--- src/hw/rtl/satq_pkg.sv ---
// Package for the sorted alarm timer queue.
// Holds the item, result and command types and the operation and status codes.
// No dependencies.
package satq_pkg;

	// Operation codes of an input item.
	localparam logic OP_REGISTER = 1'b0;
	localparam logic OP_POP      = 1'b1;

	// Status codes of a result item.
	localparam logic [1:0] ST_INSERTED = 2'd0;
	localparam logic [1:0] ST_FULL     = 2'd1;
	localparam logic [1:0] ST_POPPED   = 2'd2;
	localparam logic [1:0] ST_NONE     = 2'd3;

	// Configuration register indexes.
	localparam logic REG_TICK_PERIOD = 1'b0;

	localparam logic [15:0] PERIOD_RESET = 16'd100;
	localparam int DIV_STEPS = 31;
	localparam int STEP_W    = 5;

	typedef struct packed {
		logic        operation;
		logic [46:0] now_tick;
		logic [30:0] delay;
		logic [15:0] alarm_tag;
	} item_t;

	typedef struct packed {
		logic [1:0]  status;
		logic [15:0] due_tag;
		logic [47:0] trigger_at;
	} result_t;

	// Classified request handed from the front to the back.
	typedef struct packed {
		logic        is_pop;
		logic [46:0] now_tick;
		logic [30:0] delay;
		logic [15:0] alarm_tag;
	} cmd_t;

	typedef struct packed {
		logic [47:0] trig;
		logic [15:0] tag;
	} entry_t;

endpackage

--- src/hw/rtl/satq_front.sv ---
// Front end of the alarm queue: a two-entry request queue that classifies requests.
// Depends on satq_pkg.
module satq_front import satq_pkg::*; (
	input  logic  clk,
	input  logic  arst_n,
	input  logic  push,
	input  item_t item,
	output logic  full,
	output logic  cmd_valid,
	output cmd_t  cmd,
	input  logic  cmd_take
);

	item_t      slot_q [2];
	logic       wr_ptr_q;
	logic       rd_ptr_q;
	logic [1:0] cnt_q;
	logic       do_push;
	logic       do_take;
	item_t      head;

	assign full      = (cnt_q == 2'd2);
	assign cmd_valid = (cnt_q != 2'd0);
	assign do_push   = push && !full;
	assign do_take   = cmd_take && cmd_valid;
	assign head      = slot_q[rd_ptr_q];

	// Classify the oldest request by its operation.
	always_comb begin
		cmd.is_pop    = (head.operation == OP_POP);
		cmd.now_tick  = head.now_tick;
		cmd.delay     = head.delay;
		cmd.alarm_tag = head.alarm_tag;
	end

	// Request storage.
	always_ff @(posedge clk) begin
		if (do_push) begin
			slot_q[wr_ptr_q] <= item;
		end
	end

	// Pointers and fill count.
	always_ff @(posedge clk or negedge arst_n) begin
		if (!arst_n) begin
			wr_ptr_q <= 1'b0;
			rd_ptr_q <= 1'b0;
			cnt_q    <= 2'd0;
		end else begin
			if (do_push) wr_ptr_q <= !wr_ptr_q;
			if (do_take) rd_ptr_q <= !rd_ptr_q;
			cnt_q <= cnt_q + {1'b0, do_push} - {1'b0, do_take};
		end
	end

endmodule

--- src/hw/rtl/satq_div.sv ---
// Restoring divider, one quotient bit per cycle, for delay divided by tick period.
// Depends on satq_pkg.
module satq_div import satq_pkg::*; (
	input  logic        clk,
	input  logic        arst_n,
	input  logic        start,
	input  logic [30:0] dividend,
	input  logic [15:0] divisor,
	output logic        done,
	output logic [30:0] quotient
);

	logic [30:0]       dvd_q;
	logic [15:0]       rem_q;
	logic [15:0]       div_q;
	logic [STEP_W-1:0] step_q;
	logic              busy_q;
	logic              done_q;
	logic [16:0]       trial;
	logic              fits;

	assign trial    = {rem_q, dvd_q[30]};
	assign fits     = (trial >= {1'b0, div_q});
	assign done     = done_q;
	assign quotient = dvd_q;

	// Datapath: dividend shifts out at the top while quotient bits enter at the bottom.
	always_ff @(posedge clk) begin
		if (start) begin
			dvd_q <= dividend;
			rem_q <= 16'd0;
			div_q <= divisor;
		end else if (busy_q) begin
			rem_q <= fits ? 16'(trial - {1'b0, div_q}) : trial[15:0];
			dvd_q <= {dvd_q[29:0], fits};
		end
	end

	// Step counter.
	always_ff @(posedge clk or negedge arst_n) begin
		if (!arst_n) begin
			busy_q <= 1'b0;
			done_q <= 1'b0;
			step_q <= '0;
		end else begin
			done_q <= 1'b0;
			if (start) begin
				busy_q <= 1'b1;
				step_q <= '0;
			end else if (busy_q) begin
				step_q <= step_q + 1'b1;
				if (step_q == STEP_W'(DIV_STEPS - 1)) begin
					busy_q <= 1'b0;
					done_q <= 1'b1;
				end
			end
		end
	end

endmodule

--- src/hw/rtl/satq_back.sv ---
// Back end of the alarm queue: sorted store in a circular memory, its sequencer
// and the result register. Depends on satq_pkg and satq_div.
module satq_back import satq_pkg::*; #(
	parameter int QUEUE_DEPTH = 16
) (
	input  logic        clk,
	input  logic        arst_n,
	input  logic        cmd_valid,
	input  cmd_t        cmd,
	output logic        cmd_take,
	input  logic [15:0] period,
	output logic        empty,
	input  logic        pop,
	output result_t     result
);

	localparam int AW = (QUEUE_DEPTH > 1) ? $clog2(QUEUE_DEPTH) : 1;
	localparam int CW = $clog2(QUEUE_DEPTH + 1);

	typedef enum logic [6:0] {
		S_IDLE      = 7'b0000001,
		S_DIV       = 7'b0000010,
		S_INS_START = 7'b0000100,
		S_INS_CMP   = 7'b0001000,
		S_INS_LAST  = 7'b0010000,
		S_POP_CMP   = 7'b0100000,
		S_RESP      = 7'b1000000
	} state_t;

	state_t          state_q;
	entry_t          mem_q [QUEUE_DEPTH];
	entry_t          rdata_q;
	logic [AW-1:0]   head_q;
	logic [CW-1:0]   count_q;
	logic [CW-1:0]   idx_q;
	logic [47:0]     trig_q;
	logic [15:0]     tag_q;
	logic [46:0]     now_q;
	result_t         res_q;
	result_t         out_q;
	logic            out_valid_q;
	logic [AW-1:0]   rd_addr;
	logic [AW-1:0]   wr_addr;
	entry_t          wr_data;
	logic            wr_en;
	logic            div_start;
	logic            div_done;
	logic [30:0]     div_quot;
	logic [15:0]     divisor;
	logic            is_full;
	logic            cmp_gt;
	logic            pop_due;

	// Physical slot of logical position i counted from the head.
	function automatic logic [AW-1:0] phys(input logic [AW-1:0] h, input logic [CW-1:0] i);
		logic [CW:0] s;
		s = (CW + 1)'(h) + {1'b0, i};
		if (s >= (CW + 1)'(QUEUE_DEPTH)) s = s - (CW + 1)'(QUEUE_DEPTH);
		return s[AW-1:0];
	endfunction

	assign divisor = (period == 16'd0) ? 16'd1 : period;
	assign is_full = (count_q == CW'(QUEUE_DEPTH));
	assign cmp_gt  = (rdata_q.trig > trig_q);
	assign pop_due = (rdata_q.trig <= {1'b0, now_q});
	assign empty   = !out_valid_q;
	assign result  = out_q;

	satq_div u_div (
		.clk      (clk),
		.arst_n   (arst_n),
		.start    (div_start),
		.dividend (cmd.delay),
		.divisor  (divisor),
		.done     (div_done),
		.quotient (div_quot)
	);

	// Memory addressing and request take.
	always_comb begin
		rd_addr   = head_q;
		wr_en     = 1'b0;
		wr_addr   = phys(head_q, idx_q + 1'b1);
		wr_data   = '{trig: trig_q, tag: tag_q};
		cmd_take  = 1'b0;
		div_start = 1'b0;
		unique case (state_q)
			S_IDLE: begin
				cmd_take  = cmd_valid;
				div_start = cmd_valid && !cmd.is_pop && !is_full;
			end
			S_INS_START: begin
				if (count_q == '0) begin
					wr_en   = 1'b1;
					wr_addr = head_q;
				end else begin
					rd_addr = phys(head_q, count_q - 1'b1);
				end
			end
			S_INS_CMP: begin
				wr_en = 1'b1;
				if (cmp_gt) begin
					wr_data = rdata_q;
					if (idx_q != '0) rd_addr = phys(head_q, idx_q - 1'b1);
				end
			end
			S_INS_LAST: begin
				wr_en   = 1'b1;
				wr_addr = head_q;
			end
			S_DIV, S_POP_CMP, S_RESP: begin
			end
			default: begin
			end
		endcase
	end

	// Alarm store with registered read.
	always_ff @(posedge clk) begin
		if (wr_en) mem_q[wr_addr] <= wr_data;
		rdata_q <= mem_q[rd_addr];
	end

	// Request payload and pending result.
	always_ff @(posedge clk) begin
		if (state_q == S_IDLE && cmd_valid) begin
			now_q <= cmd.now_tick;
			tag_q <= cmd.alarm_tag;
			if (cmd.is_pop || is_full) begin
				res_q <= '{status: cmd.is_pop ? ST_NONE : ST_FULL,
					due_tag: 16'd0, trigger_at: 48'd0};
			end
		end
		if (state_q == S_DIV && div_done) begin
			trig_q <= {1'b0, now_q} + {17'd0, div_quot} + 48'd1;
		end
		if (state_q == S_INS_START) begin
			idx_q <= count_q - 1'b1;
			res_q <= '{status: ST_INSERTED, due_tag: tag_q, trigger_at: trig_q};
		end
		if (state_q == S_INS_CMP && cmp_gt && idx_q != '0) begin
			idx_q <= idx_q - 1'b1;
		end
		if (state_q == S_POP_CMP) begin
			res_q <= pop_due ? '{status: ST_POPPED, due_tag: rdata_q.tag,
				trigger_at: rdata_q.trig} : '{status: ST_NONE, due_tag: 16'd0,
				trigger_at: 48'd0};
		end
		if (state_q == S_RESP && (!out_valid_q || pop)) begin
			out_q <= res_q;
		end
	end

	// Sequencer, store bookkeeping and result register handshake.
	always_ff @(posedge clk or negedge arst_n) begin
		if (!arst_n) begin
			state_q     <= S_IDLE;
			head_q      <= '0;
			count_q     <= '0;
			out_valid_q <= 1'b0;
		end else begin
			// A new result refills the register in the cycle the old one leaves.
			if (state_q == S_RESP && (!out_valid_q || pop)) begin
				out_valid_q <= 1'b1;
			end else if (pop && out_valid_q) begin
				out_valid_q <= 1'b0;
			end
			unique case (state_q)
				S_IDLE: begin
					if (cmd_valid) begin
						if (cmd.is_pop) begin
							state_q <= (count_q == '0) ? S_RESP : S_POP_CMP;
						end else begin
							state_q <= is_full ? S_RESP : S_DIV;
						end
					end
				end
				S_DIV: begin
					if (div_done) state_q <= S_INS_START;
				end
				S_INS_START: begin
					if (count_q == '0) begin
						count_q <= count_q + 1'b1;
						state_q <= S_RESP;
					end else begin
						state_q <= S_INS_CMP;
					end
				end
				S_INS_CMP: begin
					if (!cmp_gt) begin
						count_q <= count_q + 1'b1;
						state_q <= S_RESP;
					end else if (idx_q == '0) begin
						state_q <= S_INS_LAST;
					end
				end
				S_INS_LAST: begin
					count_q <= count_q + 1'b1;
					state_q <= S_RESP;
				end
				S_POP_CMP: begin
					if (pop_due) begin
						head_q  <= phys(head_q, CW'(1));
						count_q <= count_q - 1'b1;
					end
					state_q <= S_RESP;
				end
				S_RESP: begin
					if (!out_valid_q || pop) begin
						state_q <= S_IDLE;
					end
				end
				default: state_q <= S_IDLE;
			endcase
		end
	end

	// The store never holds more alarms than it has slots.
	a_count_bound: assert property (@(posedge clk) disable iff (!arst_n)
		count_q <= CW'(QUEUE_DEPTH))
		else $error("alarm count exceeds queue depth");

	// A request is taken from the front only while the sequencer is idle.
	a_take_idle: assert property (@(posedge clk) disable iff (!arst_n)
		cmd_take |-> state_q == S_IDLE)
		else $error("request taken while busy");

	// A due pop removes exactly one alarm.
	a_pop_count: assert property (@(posedge clk) disable iff (!arst_n)
		(state_q == S_POP_CMP && pop_due) |=> count_q == $past(count_q) - 1'b1)
		else $error("pop did not remove one alarm");

endmodule

--- src/hw/rtl/sorted_alarm_timer_queue.sv ---
// Sorted alarm timer queue. Requests enter a two-entry queue and are handled one
// at a time. A register request runs the one-bit-a-cycle divider of delay by tick
// period, then moves each stored alarm that is due later than the new one a place
// further from the head in the memory, one per cycle, to open the sorted slot. A
// register request into a full store is rejected. A result that is not taken holds
// the sequencer. The store needs no clearing after reset. The tick period register
// sits at byte address 0; a period of 0 acts as 1.
module sorted_alarm_timer_queue import satq_pkg::*; #(
	parameter int QUEUE_DEPTH = 16
) (
	input  logic        clk,
	input  logic        arst_n,
	input  logic        psel,
	input  logic        penable,
	input  logic        pwrite,
	input  logic [2:0]  paddr,
	input  logic [31:0] pwdata,
	output logic [31:0] prdata,
	output logic        pready,
	input  logic        push,
	output logic        full,
	input  item_t       item,
	output logic        empty,
	input  logic        pop,
	output result_t     result
);

	logic [15:0] period_q;
	logic        cmd_valid;
	logic        cmd_take;
	cmd_t        cmd;

	assign pready = 1'b1;
	assign prdata = (paddr[2] == REG_TICK_PERIOD) ? {16'd0, period_q} : 32'd0;

	// Configuration register write.
	always_ff @(posedge clk or negedge arst_n) begin
		if (!arst_n) begin
			period_q <= PERIOD_RESET;
		end else if (psel && penable && pwrite && paddr[2] == REG_TICK_PERIOD) begin
			period_q <= pwdata[15:0];
		end
	end

	satq_front u_front (
		.clk       (clk),
		.arst_n    (arst_n),
		.push      (push),
		.item      (item),
		.full      (full),
		.cmd_valid (cmd_valid),
		.cmd       (cmd),
		.cmd_take  (cmd_take)
	);

	satq_back #(.QUEUE_DEPTH(QUEUE_DEPTH)) u_back (
		.clk       (clk),
		.arst_n    (arst_n),
		.cmd_valid (cmd_valid),
		.cmd       (cmd),
		.cmd_take  (cmd_take),
		.period    (period_q),
		.empty     (empty),
		.pop       (pop),
		.result    (result)
	);

endmodule
--- config.mk ---
export PLATFORM = sky130hd
export DESIGN_NAME = sorted_alarm_timer_queue
export DESIGN_NICKNAME = d
export VERILOG_FILES = /design/src/hw/rtl/satq_pkg.sv /design/src/hw/rtl/satq_front.sv /design/src/hw/rtl/satq_div.sv /design/src/hw/rtl/satq_back.sv /design/src/hw/rtl/sorted_alarm_timer_queue.sv
export SDC_FILE = /design/constraint.sdc
export NUM_CORES = 2
export LEC_CHECK = 0
export BUFFER_PORTS_ARGS = -buffer_cell sky130_fd_sc_hd__buf_2
export CAP_MARGIN = 20
export CORE_ASPECT_RATIO = 0.75
export CORE_MARGIN = 8
export CORE_UTILIZATION = 50
export CTS_BUF_LIST = sky130_fd_sc_hd__clkbuf_8
export CTS_CLUSTER_SIZE = 28
export DETAILED_ROUTE_END_ITERATION = 12
export PLACE_DENSITY_LB_ADDON = 0.2
export SETUP_SLACK_MARGIN = 0.02
export SYNTH_ARGS = -nofsm -noshare
export SYNTH_HDL_FRONTEND = slang
export SYNTH_SLANG_ARGS = --single-unit
--- constraint.sdc ---
create_clock -name clk -period 13.35 [get_ports clk]
set_input_delay 0 -clock clk [delete_from_list [all_inputs] [get_ports clk]]
set_output_delay 0 -clock clk [all_outputs]
set_load 0.02 [all_outputs]
==> flow_summary.yaml <==
yosys:
  ys_ff_latch: 1633
  seq_area_frac_synth: 0.724
  yosysTopAreaCell: "edfxtp_1"
  netlist.area_leader.share: 0.683
  synth-edff-count: 1509
  synth.area.top_cells: "edfxtp_1 (68%), mux4_2 (4.3%), ha_1 (3.0%)"
  ys_types: 83
  synth_flop_cell: "edfxtp_1"
  yosysWarningCount: 0
  synthesis.area_um2: 66300
  avgSynthCellArea_um2: 15.9
  async_flop_share: 0.0269
  syn_inst: 4183
floorplan:
  core_region_area_um2: 131000
  row_count: 115
  die_w_um: 437
  die_h_um: 331
  dieArea_um2: 145000
  start_util: 0.505
  ios: 238
timing:
  finClkSkew_ns: 0.0495
  rsz0062_at_grt: "no"
  tns_ns: 0
  drv_slew: 0
  max_freq_ghz: 0.158
  setup_viol: 0
  period_minus_slack_ns: 6.35
  tightest_slew_ns: 1.17
  finalHoldViolCount: 0
  maxSlewHeadroom: 0.220
  period_share: 0.475
clock_network:
  htree_levels: 4
  cts_buffers: 235
  ctsHoldBuffers: 244
  clkTransAtPathRegs_ns: 0.08
  cts_resized: 0
  cts_sinks: 1633
  cts-root-buf: "clkbuf_8"
  cts_setup_buffers: 0
  clk_latency_ns: 0.96
  clockBufferDepth: 3
  cts_tree: "done"
power:
  powerDensity_nw_per_um2: 169
  p_leak_nw: 27.2
  vdd.ir_drop.worst_v: 0.000113
routing:
  drt-initial-drc-count: 3473
  routed_wl_mm: 162
  top_layer: "met4"
  wl_met3_mm: 12.2
  drc_errors: 0
  vias_per_cell: 5.69
  wirelength_met1_mm: 71.3
  wl_met2_mm: 75.2
  drtAntennaViolNets: 0
  drt-wirelength-per-cell_um: 24.1
  dr.pass1.iters: 5
  via_count: 38335
setup_path:
  path_class: "reg -> reg"
  cpMostUsedCell: "buf_4"
  r2r_cells: 13
  crit_path_end_kind: "flop"
  critical-path-max-stage-delay_ns: 0.93
  cpMaxStageDelayCell: "nand2b_2"
  cp_top_family: "simple AND/OR/NAND/NOR gates"
  worstSetupStartpointType: "flop"
  reg2reg_to: "u_back.rdata_q[26]"
  cp.required_ns: 14.09
  rr_startpoint: "u_back.rdata_q[37]"
  critPathBufInv: 2
  cp.arrival_ns: 7.09
  worst-path-max-fanout: 43
  path_cells: "ha_1, nand4_1, nor4_2, nand2_1, a41oi_2, nor3_4, nor4_4, a22oi_1, xor2_4, buf_4, nand2b_2, buf_4, o221ai_1"
  r2r_setup_slack_ns: 7.00
global_route:
  grtUsageTotal: 0.219
  grt_pass1_vias: 38703
  grt_overflow_total: 0
  grt_pass1_wl_mm: 243
  grt_max_degree: 185
  antenna_found_initial: 3
outcome:
  status: "completed"
place:
  dp_hpwl_mm: 89.7
  dp.cells: 6034
  place.gp.congestion: 0.815
  numPortBuffers: 202
cells_and_area:
  nets: 5065
  final_common_cell: "edfxtp_1"
  finalNonFillerCells: 6733
  syn_to_final_growth_pct: 15.5
  mostFrequentLayoutCells: "edfxtp_1 (1,509), nand2_1 (424), a21oi_1 (375)"
  drive_gt1_frac: 0.193
worst_hold_path:
  hold_path_class: "in -> async"
job:
  maxCapViolCount: 0
-- state kept, by name, indices dropped and copies added (netlist names), 2 cells and up --
register,count
u_back.u_div.quotient,31
u_back.u_div.div_q,16
u_back.result,66
u_back.tag_q,16
u_back.mem_q,1024
u_back.state_q,7
u_back.head_q,4
u_back.now_q,47
u_back.count_q,5
u_front.slot_q,190
period_q,16
u_back.trig_q,48
u_back.rdata_q,64
u_back.u_div.step_q,5
u_back.u_div.rem_q,16
u_front.cnt_q,2
u_back.idx_q,5
u_back.res_q,66
-- layer usage --
layer | vias to the layer above | GRT usage
met5 | - | 0
li1 | 17328 | -
met1 | 19417 | 0.313
met4 | 0 | 0.0561
met2 | 1356 | 0.346
met3 | 234 | 0.0429
-- logic make-up after synthesis --
logic type | Yosys count | synth area share
flops | 1633 | 0.724
compound gates | 926 | 0.0937
simple gates | 726 | 0.0486
buf+inv | 388 | 0.0260
mux | 267 | 0.0659
fa+ha+maj | 164 | 0.0315
xor+xnor | 77 | 0.0102
other cells | 2 | 0.000113
-- worst min-delay path: stages --
cell	delay (ns)
dlygate4sd3_1	0.52
buf_2	0.09
dlygate4sd3_1	0.55
buf_4	0.54
-- synthesized netlist by cell type, types with 85 or more instances --
| master | number |
|---|---|
| a21oi_1 | 377 |
| a22o_1 | 143 |
| buf_2 | 85 |
| clkbuf_1 | 101 |
| edfxtp_1 | 1509 |
| ha_1 | 159 |
| inv_1 | 156 |
| mux2_2 | 99 |
| mux4_2 | 126 |
| nand2_1 | 424 |
| nor2_1 | 116 |
| o21ai_0 | 153 |
-- per-stage QoR --
| stage | power, mW | hold slack, ns | setup WS [ns] | util | area [um2] |
|---|---|---|---|---|---|
| 2_1_floorplan | 8.40 | -0.296 | 6.48 | - | 66400 |
| 3_3_place_gp | 9.09 | 0.152 | 6.40 | 0.530 | 69600 |
| 3_5_place_dp | 9.14 | 0.153 | 6.40 | 0.530 | 69600 |
| 4_1_cts | 13.0 | 0.160 | 6.33 | 0.583 | 76600 |
| 5_1_grt | 13.6 | 0.259 | 6.74 | 0.583 | 76600 |
| 6_report | 12.9 | 0.275 | 7.00 | 0.583 | 76600 |
-- layout make-up --
cell class                 count  area, um2
clock inverter               192       1060
timing repair buffer         560       4380
inverter                     157        591
fill                       10217      54700
clock buffer                 252       3470
sequential                  1633      48000
tap                         1755       2200
antenna                        7       17.5
multi-input combinational   2177      16900
-- how the worst max path moves through the flow --
stage | from | endpoint | cells after the start
final | u_back.rdata_q[37] | u_back.rdata_q[26] | 13
after global routing | u_back.trig_q[43] | u_back.rdata_q[26] | 14
after CTS | u_back.rdata_q[37] | u_back.rdata_q[26] | 13
after detailed placement | u_back.trig_q[47] | u_back.rdata_q[26] | 14
after global placement | u_back.rdata_q[37] | u_back.rdata_q[26] | 13
after floorplan | u_back.state_q[1] | u_back.res_q[0] | 5
-- power breakdown --
part           leakage (nW)  switching [mW]  internal [mW]  total (mW)
sequential             14.9           0.234           6.36        6.60
combinational          9.50            1.56          0.965        2.52
clock                  2.70            1.91           1.90        3.82
total                  27.2            3.71           9.23        12.9
No activity file was read; power rests on OpenSTA's default activity.
